### src/rtl/core/rtsmac_pkg.sv
// ----------------------------------------------------------------------------
// RTS/CTS MAC package
// Shared types and codes of the channel-handshake MAC engine.
// ----------------------------------------------------------------------------
package rtsmac_pkg;

  localparam int ADDR_BITS_DEF    = 8;
  localparam int CHANNEL_BITS_DEF = 4;
  localparam int COUNT_BITS_DEF   = 16;
  localparam int TIMER_BITS       = 24;
  localparam int MAX_RESULTS      = 4;
  localparam int QUEUE_DEPTH      = 2;

  localparam logic [3:0] OP_APP      = 4'd0;
  localparam logic [3:0] OP_FRAME    = 4'd1;
  localparam logic [3:0] OP_FREE     = 4'd2;
  localparam logic [3:0] OP_DATA     = 4'd3;
  localparam logic [3:0] OP_PROPOSED = 4'd4;
  localparam logic [3:0] OP_DYNAMIC  = 4'd5;
  localparam logic [3:0] OP_PU       = 4'd6;
  localparam logic [3:0] OP_DYN_UPD  = 4'd7;
  localparam logic [3:0] OP_TICK     = 4'd8;

  localparam logic [2:0] FK_RTS       = 3'd0;
  localparam logic [2:0] FK_CTS       = 3'd1;
  localparam logic [2:0] FK_DATA      = 3'd2;
  localparam logic [2:0] FK_ACK       = 3'd3;
  localparam logic [2:0] FK_RTS_NACK  = 3'd4;
  localparam logic [2:0] FK_DATA_NACK = 3'd5;
  localparam logic [2:0] FK_EOT       = 3'd6;

  localparam logic [1:0] PORT_RADIO  = 2'd0;
  localparam logic [1:0] PORT_SENSE  = 2'd1;
  localparam logic [1:0] PORT_STATUS = 2'd2;

  localparam logic [1:0] SK_FREE     = 2'd0;
  localparam logic [1:0] SK_DATA     = 2'd1;
  localparam logic [1:0] SK_PROPOSED = 2'd2;
  localparam logic [1:0] SK_DYNAMIC  = 2'd3;

  localparam logic [2:0] REG_OWN_ADDR  = 3'd0;
  localparam logic [2:0] REG_DYN_EN    = 3'd1;
  localparam logic [2:0] REG_ACK_EN    = 3'd2;
  localparam logic [2:0] REG_FRAMES    = 3'd3;
  localparam logic [2:0] REG_ATTEMPTS  = 3'd4;
  localparam logic [2:0] REG_SENSE_PP  = 3'd5;
  localparam logic [2:0] REG_RTS_TO    = 3'd6;
  localparam logic [2:0] REG_ACK_TO    = 3'd7;

  typedef struct packed {
    logic [3:0]  op;
    logic [2:0]  frame_kind;
    logic [7:0]  frame_source;
    logic [7:0]  frame_destination;
    logic [3:0]  frame_channel;
    logic [15:0] frame_count;
    logic [7:0]  app_destination;
    logic [3:0]  reply_channel;
    logic        channel_free;
  } in_item_t;

  typedef struct packed {
    logic [1:0]  out_port;
    logic [2:0]  tx_kind;
    logic [7:0]  tx_source;
    logic [7:0]  tx_destination;
    logic [3:0]  tx_channel;
    logic [15:0] tx_count;
    logic [1:0]  sense_kind;
    logic [3:0]  sense_channel_id;
    logic        status_success;
    logic        last;
  } out_item_t;

  typedef struct packed {
    out_item_t [MAX_RESULTS-1:0] res;
    logic [2:0]                  count;
  } batch_t;

  typedef struct packed {
    logic [7:0]  own_address;
    logic        dynamic_channel_enable;
    logic        ack_enable;
    logic [15:0] frames_per_session;
    logic [3:0]  rts_attempt_limit;
    logic        sense_per_packet;
    logic [23:0] rts_timeout_ticks;
    logic [23:0] ack_timeout_ticks;
  } cfg_t;

endpackage

### src/rtl/core/rts_cts_channel_handshake_mac_top.sv
// Path: an event's result batch is registered in the engine, then in a queue slot.
// Throughput: one event per cycle while in_stall is low; an event with n results
// yields n result transfers, so the rate is bounded by one result per cycle.
// Reset: synchronous rst restores register defaults and the MAC state and
// empties the result queue.
// ----------------------------------------------------------------------------
// RTS/CTS channel-handshake MAC top
// Configuration registers, event engine and result queue.
// ----------------------------------------------------------------------------
module rts_cts_channel_handshake_mac_top
  import rtsmac_pkg::*;
(
  input  logic        clk,
  input  logic        rst,
  input  logic        in_valid,
  output logic        in_stall,
  input  in_item_t    in_data,
  output logic        out_valid,
  input  logic        out_stall,
  output out_item_t   out_data,
  input  logic        cfg_valid,
  output logic        cfg_ready,
  input  logic [2:0]  cfg_index,
  input  logic [31:0] cfg_data
);

  cfg_t   cfg;
  logic   push;
  batch_t push_batch;
  logic   full;

  assign cfg_ready = 1'b1;

  always_ff @(posedge clk) begin
    if (rst) begin
      cfg.own_address            <= 8'd1;
      cfg.dynamic_channel_enable <= 1'b0;
      cfg.ack_enable             <= 1'b1;
      cfg.frames_per_session     <= 16'd10;
      cfg.rts_attempt_limit      <= 4'd3;
      cfg.sense_per_packet       <= 1'b0;
      cfg.rts_timeout_ticks      <= 24'd300;
      cfg.ack_timeout_ticks      <= 24'd120;
    end else if (cfg_valid) begin
      case (cfg_index)
        REG_OWN_ADDR: cfg.own_address            <= cfg_data[7:0];
        REG_DYN_EN:   cfg.dynamic_channel_enable <= cfg_data[0];
        REG_ACK_EN:   cfg.ack_enable             <= cfg_data[0];
        REG_FRAMES:   cfg.frames_per_session     <= cfg_data[15:0];
        REG_ATTEMPTS: cfg.rts_attempt_limit      <= cfg_data[3:0];
        REG_SENSE_PP: cfg.sense_per_packet       <= cfg_data[0];
        REG_RTS_TO:   cfg.rts_timeout_ticks      <= cfg_data[23:0];
        REG_ACK_TO:   cfg.ack_timeout_ticks      <= cfg_data[23:0];
        default: begin
        end
      endcase
    end
  end

  rtsmac_engine u_engine (
    .clk        (clk),
    .rst        (rst),
    .cfg        (cfg),
    .in_valid   (in_valid),
    .in_item    (in_data),
    .in_stall   (in_stall),
    .push       (push),
    .push_batch (push_batch),
    .queue_full (full)
  );

  rtsmac_queue u_queue (
    .clk        (clk),
    .rst        (rst),
    .push       (push),
    .push_batch (push_batch),
    .full       (full),
    .out_valid  (out_valid),
    .out_item   (out_data),
    .out_stall  (out_stall)
  );

endmodule

### src/rtl/core/rtsmac_engine.sv
// ----------------------------------------------------------------------------
// RTS/CTS MAC engine
// Accepts one event a cycle unless the result queue is full, updates the MAC state
// and pushes the batch of results that the event causes into the result queue.
// ----------------------------------------------------------------------------
module rtsmac_engine
  import rtsmac_pkg::*;
(
  input  logic     clk,
  input  logic     rst,
  input  cfg_t     cfg,
  input  logic     in_valid,
  input  in_item_t in_item,
  output logic     in_stall,
  output logic     push,
  output batch_t   push_batch,
  input  logic     queue_full
);

  logic [15:0] frames_left, frames_left_next;
  logic [3:0]  attempts_left, attempts_left_next;
  logic [7:0]  peer_destination, peer_destination_next;
  logic [3:0]  data_channel, data_channel_next;
  logic [3:0]  offered_channel, offered_channel_next;
  logic [7:0]  cts_peer, cts_peer_next;
  logic [3:0]  dynamic_channel, dynamic_channel_next;
  logic        receiving_flag, receiving_flag_next;
  logic        transmitting_flag, transmitting_flag_next;
  logic        rts_pending_flag, rts_pending_flag_next;
  logic [23:0] rts_countdown, rts_countdown_next;
  logic [23:0] ack_countdown, ack_countdown_next;
  batch_t      b;
  logic        fire;

  assign in_stall = queue_full;
  assign fire     = in_valid && !queue_full;

  function automatic out_item_t mk_frame(logic [2:0] k, logic [7:0] s, logic [7:0] d,
                                         logic [3:0] c, logic [15:0] n);
    out_item_t r;
    r = '0;
    r.out_port = PORT_RADIO;
    r.tx_kind = k;
    r.tx_source = s;
    r.tx_destination = d;
    r.tx_channel = c;
    r.tx_count = n;
    return r;
  endfunction

  function automatic out_item_t mk_sense(logic [1:0] k, logic [3:0] c);
    out_item_t r;
    r = '0;
    r.out_port = PORT_SENSE;
    r.sense_kind = k;
    r.sense_channel_id = c;
    return r;
  endfunction

  function automatic out_item_t mk_status(logic ok);
    out_item_t r;
    r = '0;
    r.out_port = PORT_STATUS;
    r.status_success = ok;
    return r;
  endfunction

  function automatic logic [23:0] load_of(logic [23:0] t);
    return (t == '0) ? 24'd1 : t;
  endfunction

  always_comb begin
    logic        rts_fire;
    logic        ack_fire;
    logic        run_send_data;
    out_item_t   item;
    frames_left_next       = frames_left;
    attempts_left_next     = attempts_left;
    peer_destination_next  = peer_destination;
    data_channel_next      = data_channel;
    offered_channel_next   = offered_channel;
    cts_peer_next          = cts_peer;
    dynamic_channel_next   = dynamic_channel;
    receiving_flag_next    = receiving_flag;
    transmitting_flag_next = transmitting_flag;
    rts_pending_flag_next  = rts_pending_flag;
    rts_countdown_next     = rts_countdown;
    ack_countdown_next     = ack_countdown;
    b                      = '0;
    rts_fire               = 1'b0;
    ack_fire               = 1'b0;
    run_send_data          = 1'b0;
    item                   = '0;

    case (in_item.op)
      OP_APP: begin
        if (!(receiving_flag || rts_pending_flag || transmitting_flag)) begin
          peer_destination_next = in_item.app_destination;
          frames_left_next      = cfg.frames_per_session;
          attempts_left_next    = cfg.rts_attempt_limit;
          if (cfg.dynamic_channel_enable) b.res[0] = mk_sense(SK_DYNAMIC, dynamic_channel);
          else b.res[0] = mk_sense(SK_FREE, '0);
          b.count = 3'd1;
        end
      end
      OP_FRAME: begin
        if (in_item.frame_destination == cfg.own_address) begin
          case (in_item.frame_kind)
            FK_RTS: begin
              if (!(receiving_flag && in_item.frame_source != cts_peer) &&
                  !transmitting_flag) begin
                receiving_flag_next   = 1'b1;
                rts_pending_flag_next = 1'b0;
                offered_channel_next  = in_item.frame_channel;
                cts_peer_next         = in_item.frame_source;
                b.res[0] = mk_sense(SK_PROPOSED, in_item.frame_channel);
                b.count  = 3'd1;
              end
            end
            FK_CTS: begin
              rts_countdown_next = '0;
              if (data_channel != '0 && in_item.frame_channel == data_channel) begin
                rts_pending_flag_next  = 1'b0;
                transmitting_flag_next = 1'b1;
                run_send_data          = 1'b1;
              end else begin
                attempts_left_next = cfg.rts_attempt_limit;
                b.res[0] = mk_sense(SK_FREE, '0);
                b.count  = 3'd1;
              end
            end
            FK_DATA: begin
              if (cfg.ack_enable && data_channel != '0) begin
                receiving_flag_next = 1'b1;
                b.res[0] = mk_frame(FK_ACK, cfg.own_address, in_item.frame_source,
                                    in_item.frame_channel, in_item.frame_count);
                b.count  = 3'd1;
              end
            end
            FK_ACK: begin
              ack_countdown_next = '0;
              frames_left_next   = frames_left - 16'd1;
              if (frames_left_next != '0) begin
                if (data_channel != '0) begin
                  if (cfg.sense_per_packet) begin
                    b.res[0] = mk_sense(SK_DATA, data_channel);
                    b.count  = 3'd1;
                  end else begin
                    run_send_data = 1'b1;
                  end
                end
              end else begin
                b.res[0] = mk_frame(FK_EOT, cfg.own_address, peer_destination,
                                    data_channel, '0);
                b.res[1] = mk_status(1'b1);
                b.count  = 3'd2;
                rts_countdown_next = '0; ack_countdown_next = '0;
                attempts_left_next = '0; data_channel_next = '0;
                receiving_flag_next = 1'b0; transmitting_flag_next = 1'b0;
                rts_pending_flag_next = 1'b0;
              end
            end
            FK_RTS_NACK, FK_DATA_NACK: begin
              if (transmitting_flag) begin
                rts_pending_flag_next  = 1'b0;
                transmitting_flag_next = 1'b0;
                if (in_item.frame_kind == FK_RTS_NACK) begin
                  attempts_left_next = cfg.rts_attempt_limit;
                  rts_countdown_next = '0;
                end else begin
                  ack_countdown_next = '0;
                end
                b.res[0] = mk_sense(SK_FREE, '0);
                b.count  = 3'd1;
              end else if (receiving_flag) begin
                rts_countdown_next = '0; ack_countdown_next = '0;
                attempts_left_next = '0; data_channel_next = '0;
                receiving_flag_next = 1'b0; transmitting_flag_next = 1'b0;
                rts_pending_flag_next = 1'b0;
              end
            end
            FK_EOT: begin
              rts_countdown_next = '0; ack_countdown_next = '0;
              attempts_left_next = '0; data_channel_next = '0;
              receiving_flag_next = 1'b0; transmitting_flag_next = 1'b0;
              rts_pending_flag_next = 1'b0;
              b.res[0] = mk_frame(FK_EOT, '0, '0, '0, '0);
              b.count  = 3'd1;
            end
            default: begin
            end
          endcase
        end
      end
      OP_FREE, OP_DYNAMIC: begin
        if (in_item.op == OP_FREE && in_item.reply_channel == '0) begin
          transmitting_flag_next = 1'b0;
          rts_pending_flag_next  = 1'b0;
          b.res[0] = mk_status(1'b0);
          b.count  = 3'd1;
        end else if (in_item.op == OP_DYNAMIC && !in_item.channel_free) begin
          b.res[0] = mk_sense(SK_FREE, '0);
          b.count  = 3'd1;
        end else if (in_item.op == OP_FREE || !receiving_flag) begin
          item = '0;
          data_channel_next = (in_item.op == OP_FREE) ? in_item.reply_channel
                                                      : dynamic_channel;
          if (attempts_left != '0) begin
            b.res[0] = mk_frame(FK_RTS, cfg.own_address, peer_destination,
                                data_channel_next, '0);
            b.count  = 3'd1;
            attempts_left_next    = attempts_left - 4'd1;
            rts_pending_flag_next = 1'b1;
            if (rts_countdown == '0) rts_countdown_next = load_of(cfg.rts_timeout_ticks);
          end else begin
            rts_countdown_next = '0; ack_countdown_next = '0;
            attempts_left_next = '0; data_channel_next = '0;
            receiving_flag_next = 1'b0; transmitting_flag_next = 1'b0;
            rts_pending_flag_next = 1'b0;
            b.res[0] = mk_status(1'b0);
            b.count  = 3'd1;
          end
        end
      end
      OP_DATA: begin
        run_send_data = in_item.channel_free;
      end
      OP_PROPOSED: begin
        if (in_item.channel_free) begin
          data_channel_next = offered_channel;
          b.res[0] = mk_frame(FK_CTS, cfg.own_address, cts_peer, offered_channel, '0);
        end else begin
          receiving_flag_next = 1'b0;
          b.res[0] = mk_frame(FK_RTS_NACK, '0, cts_peer, '0, '0);
        end
        b.count = 3'd1;
      end
      OP_PU: begin
        if (transmitting_flag) begin
          if (cfg.ack_enable) ack_countdown_next = '0;
          data_channel_next  = '0;
          attempts_left_next = cfg.rts_attempt_limit;
          if (!rts_pending_flag) begin
            if (cfg.dynamic_channel_enable) b.res[0] = mk_sense(SK_DYNAMIC, dynamic_channel);
            else b.res[0] = mk_sense(SK_FREE, '0);
            b.count = 3'd1;
          end
        end else begin
          if (receiving_flag) begin
            b.res[0] = mk_frame(FK_DATA_NACK, '0, cts_peer, '0, '0);
            b.count  = 3'd1;
          end
          rts_countdown_next = '0; ack_countdown_next = '0;
          attempts_left_next = '0; data_channel_next = '0;
          receiving_flag_next = 1'b0; transmitting_flag_next = 1'b0;
          rts_pending_flag_next = 1'b0;
        end
      end
      OP_DYN_UPD: begin
        dynamic_channel_next = in_item.frame_channel;
      end
      OP_TICK: begin
        if (rts_countdown != '0) begin
          rts_countdown_next = rts_countdown - 24'd1;
          rts_fire = (rts_countdown == 24'd1);
        end
        if (ack_countdown != '0) begin
          ack_countdown_next = ack_countdown - 24'd1;
          ack_fire = (ack_countdown == 24'd1);
        end
        if (rts_fire) begin
          if (attempts_left != '0) begin
            b.res[0] = mk_sense(SK_FREE, '0);
          end else begin
            rts_pending_flag_next = 1'b0;
            b.res[0] = mk_status(1'b0);
          end
          b.count = 3'd1;
        end
        run_send_data = ack_fire;
      end
      default: begin
      end
    endcase

    if (run_send_data && cfg.ack_enable) begin
      if (data_channel_next != '0) begin
        item = mk_frame(FK_DATA, cfg.own_address, peer_destination, data_channel_next,
                        frames_left_next);
        b.res[b.count[1:0]] = item;
        b.count = b.count + 3'd1;
        rts_pending_flag_next = 1'b0;
        if (ack_countdown_next == '0) ack_countdown_next = load_of(cfg.ack_timeout_ticks);
      end else begin
        rts_countdown_next = '0; ack_countdown_next = '0;
        attempts_left_next = '0; data_channel_next = '0;
        receiving_flag_next = 1'b0; transmitting_flag_next = 1'b0;
        rts_pending_flag_next = 1'b0;
      end
    end

    for (int i = 0; i < MAX_RESULTS; i++) begin
      b.res[i].last = (3'(i) + 3'd1 == b.count);
    end
  end

  always_ff @(posedge clk) begin
    if (rst) begin
      frames_left       <= '0;
      peer_destination  <= '0;
      data_channel      <= '0;
      offered_channel   <= '0;
      cts_peer          <= '0;
      dynamic_channel   <= 4'd1;
      receiving_flag    <= 1'b0;
      transmitting_flag <= 1'b0;
      rts_pending_flag  <= 1'b0;
      rts_countdown     <= '0;
      ack_countdown     <= '0;
      attempts_left     <= 4'd3;
      push              <= 1'b0;
    end else begin
      push <= fire && (b.count != '0);
      if (fire) begin
        frames_left       <= frames_left_next;
        attempts_left     <= attempts_left_next;
        peer_destination  <= peer_destination_next;
        data_channel      <= data_channel_next;
        offered_channel   <= offered_channel_next;
        cts_peer          <= cts_peer_next;
        dynamic_channel   <= dynamic_channel_next;
        receiving_flag    <= receiving_flag_next;
        transmitting_flag <= transmitting_flag_next;
        rts_pending_flag  <= rts_pending_flag_next;
        rts_countdown     <= rts_countdown_next;
        ack_countdown     <= ack_countdown_next;
      end
    end
  end

  always_ff @(posedge clk) begin
    push_batch <= b;
  end

endmodule

### src/rtl/core/rtsmac_queue.sv
// ----------------------------------------------------------------------------
// RTS/CTS MAC result queue
// Holds result batches and unrolls each into single result transfers.
// ----------------------------------------------------------------------------
module rtsmac_queue
  import rtsmac_pkg::*;
(
  input  logic      clk,
  input  logic      rst,
  input  logic      push,
  input  batch_t    push_batch,
  output logic      full,
  output logic      out_valid,
  output out_item_t out_item,
  input  logic      out_stall
);

  batch_t    slots [QUEUE_DEPTH];
  logic      wr_ptr, rd_ptr;
  logic [1:0] fill;
  logic [1:0] pos;
  logic      pop_item, pop_batch;

  // one slot kept spare for the batch in flight in the engine's register
  assign full      = (fill >= 2'(QUEUE_DEPTH - 1)) && !(pop_batch && fill == 2'd1);
  assign out_valid = (fill != '0);
  assign out_item  = slots[rd_ptr].res[pos];
  assign pop_item  = out_valid && !out_stall;
  assign pop_batch = pop_item && out_item.last;

  always_ff @(posedge clk) begin
    if (rst) begin
      wr_ptr <= 1'b0;
      rd_ptr <= 1'b0;
      fill   <= '0;
      pos    <= '0;
    end else begin
      if (push) wr_ptr <= !wr_ptr;
      if (pop_batch) begin
        rd_ptr <= !rd_ptr;
        pos    <= '0;
      end else if (pop_item) begin
        pos <= pos + 2'd1;
      end
      fill <= fill + 2'(push) - 2'(pop_batch);
    end
  end

  always_ff @(posedge clk) begin
    if (push) slots[wr_ptr] <= push_batch;
  end

endmodule
### config.mk
export PLATFORM = sky130hd
export DESIGN_NAME = rts_cts_channel_handshake_mac_top
export DESIGN_NICKNAME = d
export VERILOG_FILES = /design/src/rtl/core/rtsmac_pkg.sv /design/src/rtl/core/rts_cts_channel_handshake_mac_top.sv /design/src/rtl/core/rtsmac_engine.sv /design/src/rtl/core/rtsmac_queue.sv
export SDC_FILE = /design/constraint.sdc
export NUM_CORES = 1
export LEC_CHECK = 0
export ABC_AREA = 1
export CAP_MARGIN = 0
export CORE_UTILIZATION = 64
export DETAILED_ROUTE_END_ITERATION = 7
export DONT_BUFFER_PORTS = 1
export GPL_TIMING_DRIVEN = 1
export PLACE_DENSITY = 0.78
export SLEW_MARGIN = 5
export SYNTH_ARGS = -nofsm -noshare
export SYNTH_HDL_FRONTEND = slang
export SYNTH_HIERARCHICAL = 1
export SYNTH_SLANG_ARGS = --single-unit
### constraint.sdc
create_clock -name clk -period 10.8 [get_ports clk]
set_clock_uncertainty 0.15 [all_clocks]
set_input_delay 1.08 -clock clk [delete_from_list [all_inputs] [get_ports clk]]
set_output_delay 1.08 -clock clk [all_outputs]
set_load 0.01 [all_outputs]
==> results by group, run 1 <==
Worst setup path
  – Worst flop-to-flop path endpoint: u_engine/cts_peer[6]
  – FF-to-FF path depth: 11
  – Critical-path maximum fanout: 68
  – Cells along the critical path: buf_4, nand3_1, nand3_1, nand3_2, nand2_1, nand2_1, nor2_4, buf_4, nand3_1, o21ai_0, a21oi_1
  – Slowest cell delay on critical path: 0.80 ns
  – Buf/Inv on CP: 2
  – Startpoint Class: register
  – CP Class: register to register
  – Most Frequent Cell on Critical Path: nand3_1
  – CP arrival: 5.78 ns
  – CP required: 11.11 ns
  – Critical path's slowest cell: nor2_4
  – Worst r2r src: u_queue/pos[0]
  – Worst reg2reg setup slack: 5.33 ns
  – Delay-heaviest family, CP: simple AND/OR/NAND/NOR gates
  – CP Capture Type: register

STA
  – Hold violation count in the final report: 0
  – Tightest Pin Transition: 1.25 ns
  – RSZ-0062 raised after global routing: false
  – Final worst path period share: 50.6%
  – Final worst slack: 5.33 ns
  – Maximum clock rate: 0.183 GHz
  – Final setup TNS: 0 ns
  – Final min period: 5.47 ns
  – Slew Viols, Final: 0
  – Final setup fails: 0
  – Worst rel slew slack: 16.7%

Drt
  – Drt first pass iters: 6
  – Via/cell ratio: 6.10
  – Drt total wl: 95.7 mm
  – DR vias: 27000
  – DRT iter0 DRCs: 2916
  – DRC Markers: 0
  – Routed len/inst: 21.6 um
  – Post-DRT Antenna Nets: 0

Floorplanning
  – Die Height: 229 um
  – Die area: 52400 sq um
  – Row count: 82
  – Initial core utilization: 65.3%
  – Core region area: 50500 sq um
  – Die X-Extent: 229 um
  – IO Pins: 148

Clocking
  – Cts bufs inserted: 72
  – Clk slew on worst S/H paths: 0.06 ns
  – CTS Buffer Depth: 3
  – TritonCTS clock tree: done
  – Hold buffer count at CTS: 0
  – Worst skew pair latency: 0.62 ns
  – Post_cts resized: 0
  – H-tree depth: 3
  – # Post-CTS Setup Buffers: 0
  – Clock Root Buffer: clkbuf_16
  – Total clock sinks: 741

Placement
  – DP Cell Count: 4293
  – DP HPWL: 62.1 mm
  – RePlAce Congestion: 0.979
  – Pre-CTS setup slack: 5.06 ns
  – IO Port Bufs: 0

Cells and area
  – Share of cells above drive strength 1: 5.60%
  – Post-layout net count: 3804
  – Multi-input logic area: 11900 sq um
  – Filler cell count: 3818
  – Non-Filler Instances: 4426
  – Layout area overhead: 7.13%
  – FF/Latch Area: 18800 sq um

Yosys
  – Netlist Area Pre-Place: 33000 sq um
  – Post-synthesis cell count: 3782
  – Synth warn: 6
  – Syn avg cell area: 8.72 sq um

Global route
  – Vias in the first global route: 26600
  – Antenna violations before repair: 3
  – Total grt overflow: 0
  – Largest net degree at the start of global routing: 124
  – GRT Overall Usage: 36.1%
  – First-pass GRT wire length: 146 mm

Min path
  – Hold Crit Depth: 0
  – Min-delay src: u_engine/push_batch[167]
  – Worst min path class: register to register
  – WHS Endpoint: u_queue/slots[0][167]

Status
  – Outcome: finished clean

Power and ir drop
  – Static leakage: 13.5 nW
  – Peak supply drop: 0.107 mV
  – Power Density: 175 nW/um^2

Run
  – Max-Cap Viols: 0
==> sequential cells by signal (all words and copies together), names as in the netlist, 2 cells and up, named ones only <==
name / flops
cfg: 79
u_engine/ack_countdown: 24
u_engine/attempts_left: 4
u_engine/cts_peer: 8
u_engine/data_channel: 4
u_engine/dynamic_channel: 4
u_engine/frames_left: 16
u_engine/offered_channel: 4
u_engine/peer_destination: 8
u_engine/push_batch: 163
u_engine/rts_countdown: 24
u_queue/fill: 2
u_queue/pos: 2
u_queue/slots: 392
==> worst reg2reg max path: stages, from the launching register on <==
cell     delay [ns]
dfxtp_4        0.71
buf_4          0.68
nand3_1        0.22
nand3_1        0.21
nand3_2        0.16
nand2_1        0.12
nand2_1        0.26
nor2_4         0.80
buf_4          0.73
nand3_1        0.77
o21ai_0        0.47
a21oi_1        0.07
==> how the worst max path moves through the flow <==
stage | startpoint | to | slack, ns | cells past startpoint
6_report | u_queue/pos[0] | u_engine/cts_peer[6] | 5.33 | 11
3_3_place_gp | in_data[54] | u_engine/ack_countdown[7] | 5.17 | 18
4_1_cts | u_queue/pos[0] | u_engine/cts_peer[6] | 5.46 | 11
2_1_floorplan | u_engine/push | u_queue/slots[0][100] | 1.29 | 2
5_1_grt | register | u_engine/offered_channel[2] | 5.07 | 13
3_5_place_dp | in_data[54] | u_engine/push_batch[42] | 5.06 | 16
==> final cells by class <==
| cell class | count | share of cell area, % |
|---|---|---|
| Antenna cell | 1 | 0.00708 |
| Clock buffer | 92 | 5.63 |
| Clock inverter | 40 | 1.09 |
| Multi-Input combinational cell | 2512 | 33.6 |
| Tap cell | 672 | 2.38 |
| Inverter | 344 | 3.70 |
| Sequential cell | 741 | 53.1 |
| Timing Repair Buffer | 24 | 0.510 |
==> through the flow <==
step           util [%]  hold slack, ns  instance area, sq um  power [mW]
2_1_floorplan         -           0.254                 33100        3.56
6_report           70.0           0.258                 35300        6.19
5_1_grt            70.0           0.268                 35300        6.39
3_3_place_gp       65.3           0.254                 33000        3.68
4_1_cts            70.0           0.258                 35300        6.20
3_5_place_dp       65.3           0.260                 33000        3.70
==> placed cells by master (no fill, tap or decap), types with 9 or more instances in the layout <==
cell	instances
o211ai_1	36
clkinv_2	21
nand2_2	9
nand3_1	201
nor2_4	9
nor3_1	34
nand4_1	37
nor2_1	808
clkinv_1	12
conb_1	33
clkbuf_1	12
a31oi_1	63
dfxtp_1	347
o21ai_0	350
inv_2	18
buf_4	24
o21ai_1	31
nand2_1	505
clkbuf_16	75
o2111ai_1	10
o22ai_1	63
a221oi_1	19
xor2_1	19
inv_1	316
nor4_1	14
ha_1	13
nor2_2	9
a21oi_1	172
a22oi_1	9
edfxtp_1	392
==> per-layer routing <==
layer,track usage [%],up-vias,wire (um)
li1,-,12500,-
met1,43.4,12800,35900
met2,62.6,1357,47500
met3,5.96,255,7900
met4,18.5,0,4460
met5,0,-,0
==> report_power, final <==
group          switching [mW]  internal (mW)
clock                    1.07           1.46
combinational           0.421          0.160
sequential             0.0626           3.01
Power figures use the tool's default switching activity.
==> inputs of run 2 (changes only) <==
Settings changed: ABC_AREA 1 to 0.
Clock period 10.8 ns to 5.1 ns, I/O delays scaled along.
==> run 2 against run 1 <==
Against the previous run:
- total power rose by 110%
- die area fell by 5.2%
- first-iteration DRC count fell by 13%
- fmax rose by 18%
- the run now ends with negative hold slack left
- sequential share of layout area rose by 0.53 points
- critical path type unchanged
==> results by group, run 2 <==
Worst setup path
  – Critical-path maximum fanout: 10 (-85%)
  – Buf/Inv on CP: 3 (+1)
  – CP Class: register to register
  – Startpoint Class: register
  – Delay-heaviest family, CP: simple AND/OR/NAND/NOR gates
  – CP required: 5.50 ns (-5.61 ns)
  – Slowest cell delay on critical path: 0.50 ns (-0.30 ns)
  – Beginning of the critical path: u_engine/frames_left[0]
  – CP arrival: 5.02 ns (-0.76 ns)
  – CP Capture Type: register
  – Cells along the critical path: inv_1, ha_1, nor3b_1, a31o_2, a2111oi_2, buf_4, a21oi_1, nand3_1, a41oi_1, nor3_2, ha_1, inv_1, o31ai_2, nand2b_1, or3_1, and2_1
  – FF-to-FF path depth: 16 (+5)
  – Worst flop-to-flop path endpoint: u_engine/push_batch[39]
  – CP endpoint: u_engine/push_batch[39]
  – Critical path's slowest cell: dfxtp_1
  – Worst reg2reg setup slack: 0.48 ns (-4.85 ns)
  – Worst r2r src: u_engine/frames_left[0]
  – WP depth: 16 (+5)

Drt
  – DRT iter0 DRCs: 2525 (-13%)
  – Post-DRT Antenna Nets: 0 (unchanged)
  – Routed len/inst: 24.6 um (+14%)
  – DRC Markers: 0 (unchanged)
  – Drt total wl: 82.3 mm (-14%)
  – Via/cell ratio: 6.49 (+6.5%)
  – Drt first pass iters: 8 (+2)
  – DR vias: 21700 (-19%)

Yosys
  – Synth warn: 6 (unchanged)
  – Syn avg cell area: 11.8 sq um (+36%)
  – Post-synthesis cell count: 2643 (-30%)
  – Netlist Area Pre-Place: 31200 sq um (-5.3%)

STA
  – RSZ-0062 raised after global routing: false
  – Tightest Pin Transition: 1.23 ns (-0.0162 ns)
  – Hold slack: -0.00583 ns (-0.264 ns)
  – Hold violation count in the final report: 1 (+1)
  – Final setup fails: 0 (unchanged)
  – Final min period: 4.62 ns (-0.846 ns)
  – Worst rel slew slack: 17.6% (+0.90 points)
  – Final worst path period share: 90.6% (+40 points)
  – Slew Viols, Final: 0 (unchanged)
  – Final setup TNS: 0 ns (unchanged)
  – Maximum clock rate: 0.216 GHz (+18%)

Floorplanning
  – Initial core utilization: 65.2% (-0.17 points)
  – Die Height: 223 um (-2.6%)
  – Row count: 80 (-2.4%)
  – IO Pins: 148 (unchanged)
  – Die X-Extent: 223 um (-2.6%)
  – Die area: 49700 sq um (-5.2%)
  – Core region area: 47900 sq um (-5.0%)

Clocking
  – CTS Buffer Depth: 3 (unchanged)
  – Worst skew pair latency: 0.63 ns (about the same)
  – Clock Root Buffer: clkbuf_16
  – TritonCTS clock tree: done
  – # Post-CTS Setup Buffers: 0 (unchanged)
  – Total clock sinks: 741 (unchanged)
  – H-tree depth: 3 (unchanged)
  – Clk slew on worst S/H paths: 0.06 ns (about the same)
  – Cts bufs inserted: 75 (+4.2%)

Cells and area
  – Most frequent cells in the layout: edfxtp_1 (392), dfxtp_1 (346), nand2_1 (337)
  – Layout area overhead: 12.0%
  – Leading cell type in the layout, fill and taps excluded: edfxtp_1
  – Post-layout net count: 2779 (-27%)
  – Biggest register: u_queue/slots
  – Share of cells above drive strength 1: 11.7% (+6.1 points)
  – Largest register FFs: 392 (unchanged)
  – Biggest regs: u_queue/slots x392, u_engine/push_batch x163, cfg x79

Power and ir drop
  – Peak supply drop: 0.309 mV (+190%)
  – Power Density: 370 nW/um^2 (+110%)
  – Static leakage: 12.4 nW (-8.2%)

Status
  – Failing checks: negative hold slack
  – Outcome: finished with violations

Global route
  – Largest net degree at the start of global routing: 117 (-5.6%)
  – First-pass GRT wire length: 125 mm (-15%)
  – Total grt overflow: 0 (unchanged)
  – Routing usage on met3: 5.41% (-0.55 points)
  – Met2 Resource Use GR: 54.3% (-8.3 points)
  – Vias in the first global route: 21500 (-19%)
  – Met1 Use GR: 44.0% (+0.63 points)
  – Busiest layer in global routing: met2
  – GRT Overall Usage: 33.1% (-3.0 points)
  – Antenna violations before repair: 2 (-1)

Run
  – Max-Cap Viols: 0 (unchanged)

Placement
  – IO Port Bufs: 0 (unchanged)
  – DP HPWL: 52.9 mm (-15%)
  – RePlAce Congestion: 0.977 (-0.13%)

Min path
  – Worst min path class: input pin to register
[run 2: how the worst min path moves through the flow]
stage / startpoint / endpoint / slack, ns / cells after the start
final: rst / cfg[17] / -0.006 / 2
after global routing: rst / cfg[17] / 0.03 / 2
after CTS: rst / u_queue/fill[1] / 0.005 / 3
after detailed placement: u_engine/push_batch[125] / u_queue/slots[0][125] / 0.26 / 0
after global placement: u_engine/push_batch[180] / u_queue/slots[1][180] / 0.25 / 0
after floorplan: u_engine/push_batch[101] / u_queue/slots[0][101] / 0.25 / 0
[run 2: area by class of cell]
| class | instances | area [sq um] |
|---|---|---|
| Fill cell | 3120 | 13000 |
| Clock inverter | 30 | 380 |
| Tap cell | 615 | 769 |
| Inverter | 40 | 150 |
| Multi-Input combinational cell | 1692 | 11500 |
| Clock buffer | 108 | 2240 |
| Antenna cell | 1 | 2.50 |
| Sequential cell | 741 | 18800 |
| Timing Repair Buffer | 120 | 1150 |
[run 2: report_power, final]
group | total, mW | switching [mW] | leakage, nW | internal (mW)
registers | 6.38 | 0.0714 | 6.25 | 6.31
logic | 0.830 | 0.527 | 4.88 | 0.303
clock network | 5.72 | 2.29 | 1.30 | 3.43
[run 2: per-stage QoR]
step,power [mW],cells,utilization (%),cell area [sq um],worst slack (ns)
floorplan,7.07,2674,-,31400,0.781
global placement,7.23,3144,66.1,31700,0.636
global route,13.3,3346,73.0,35000,0.267
finish,12.9,3347,73.0,35000,0.477
detailed placement,7.24,3144,66.1,31700,0.589
CTS,13.0,3346,73.0,35000,0.517
[run 2: metal layers]
layer	vias up	part of all wire, %
met5	-	0
met4	0	4.0
met3	204	8.1
met2	1040	48
met1	10700	40
li1	9773	-
[run 2: timing repair]
| item | 4_1_cts | 5_1_grt |
|---|---|---|
| hold buffers | 64 | 0 |
| hold endpoints to repair | 132 | 0 |
| resized for setup | 0 | 0 |
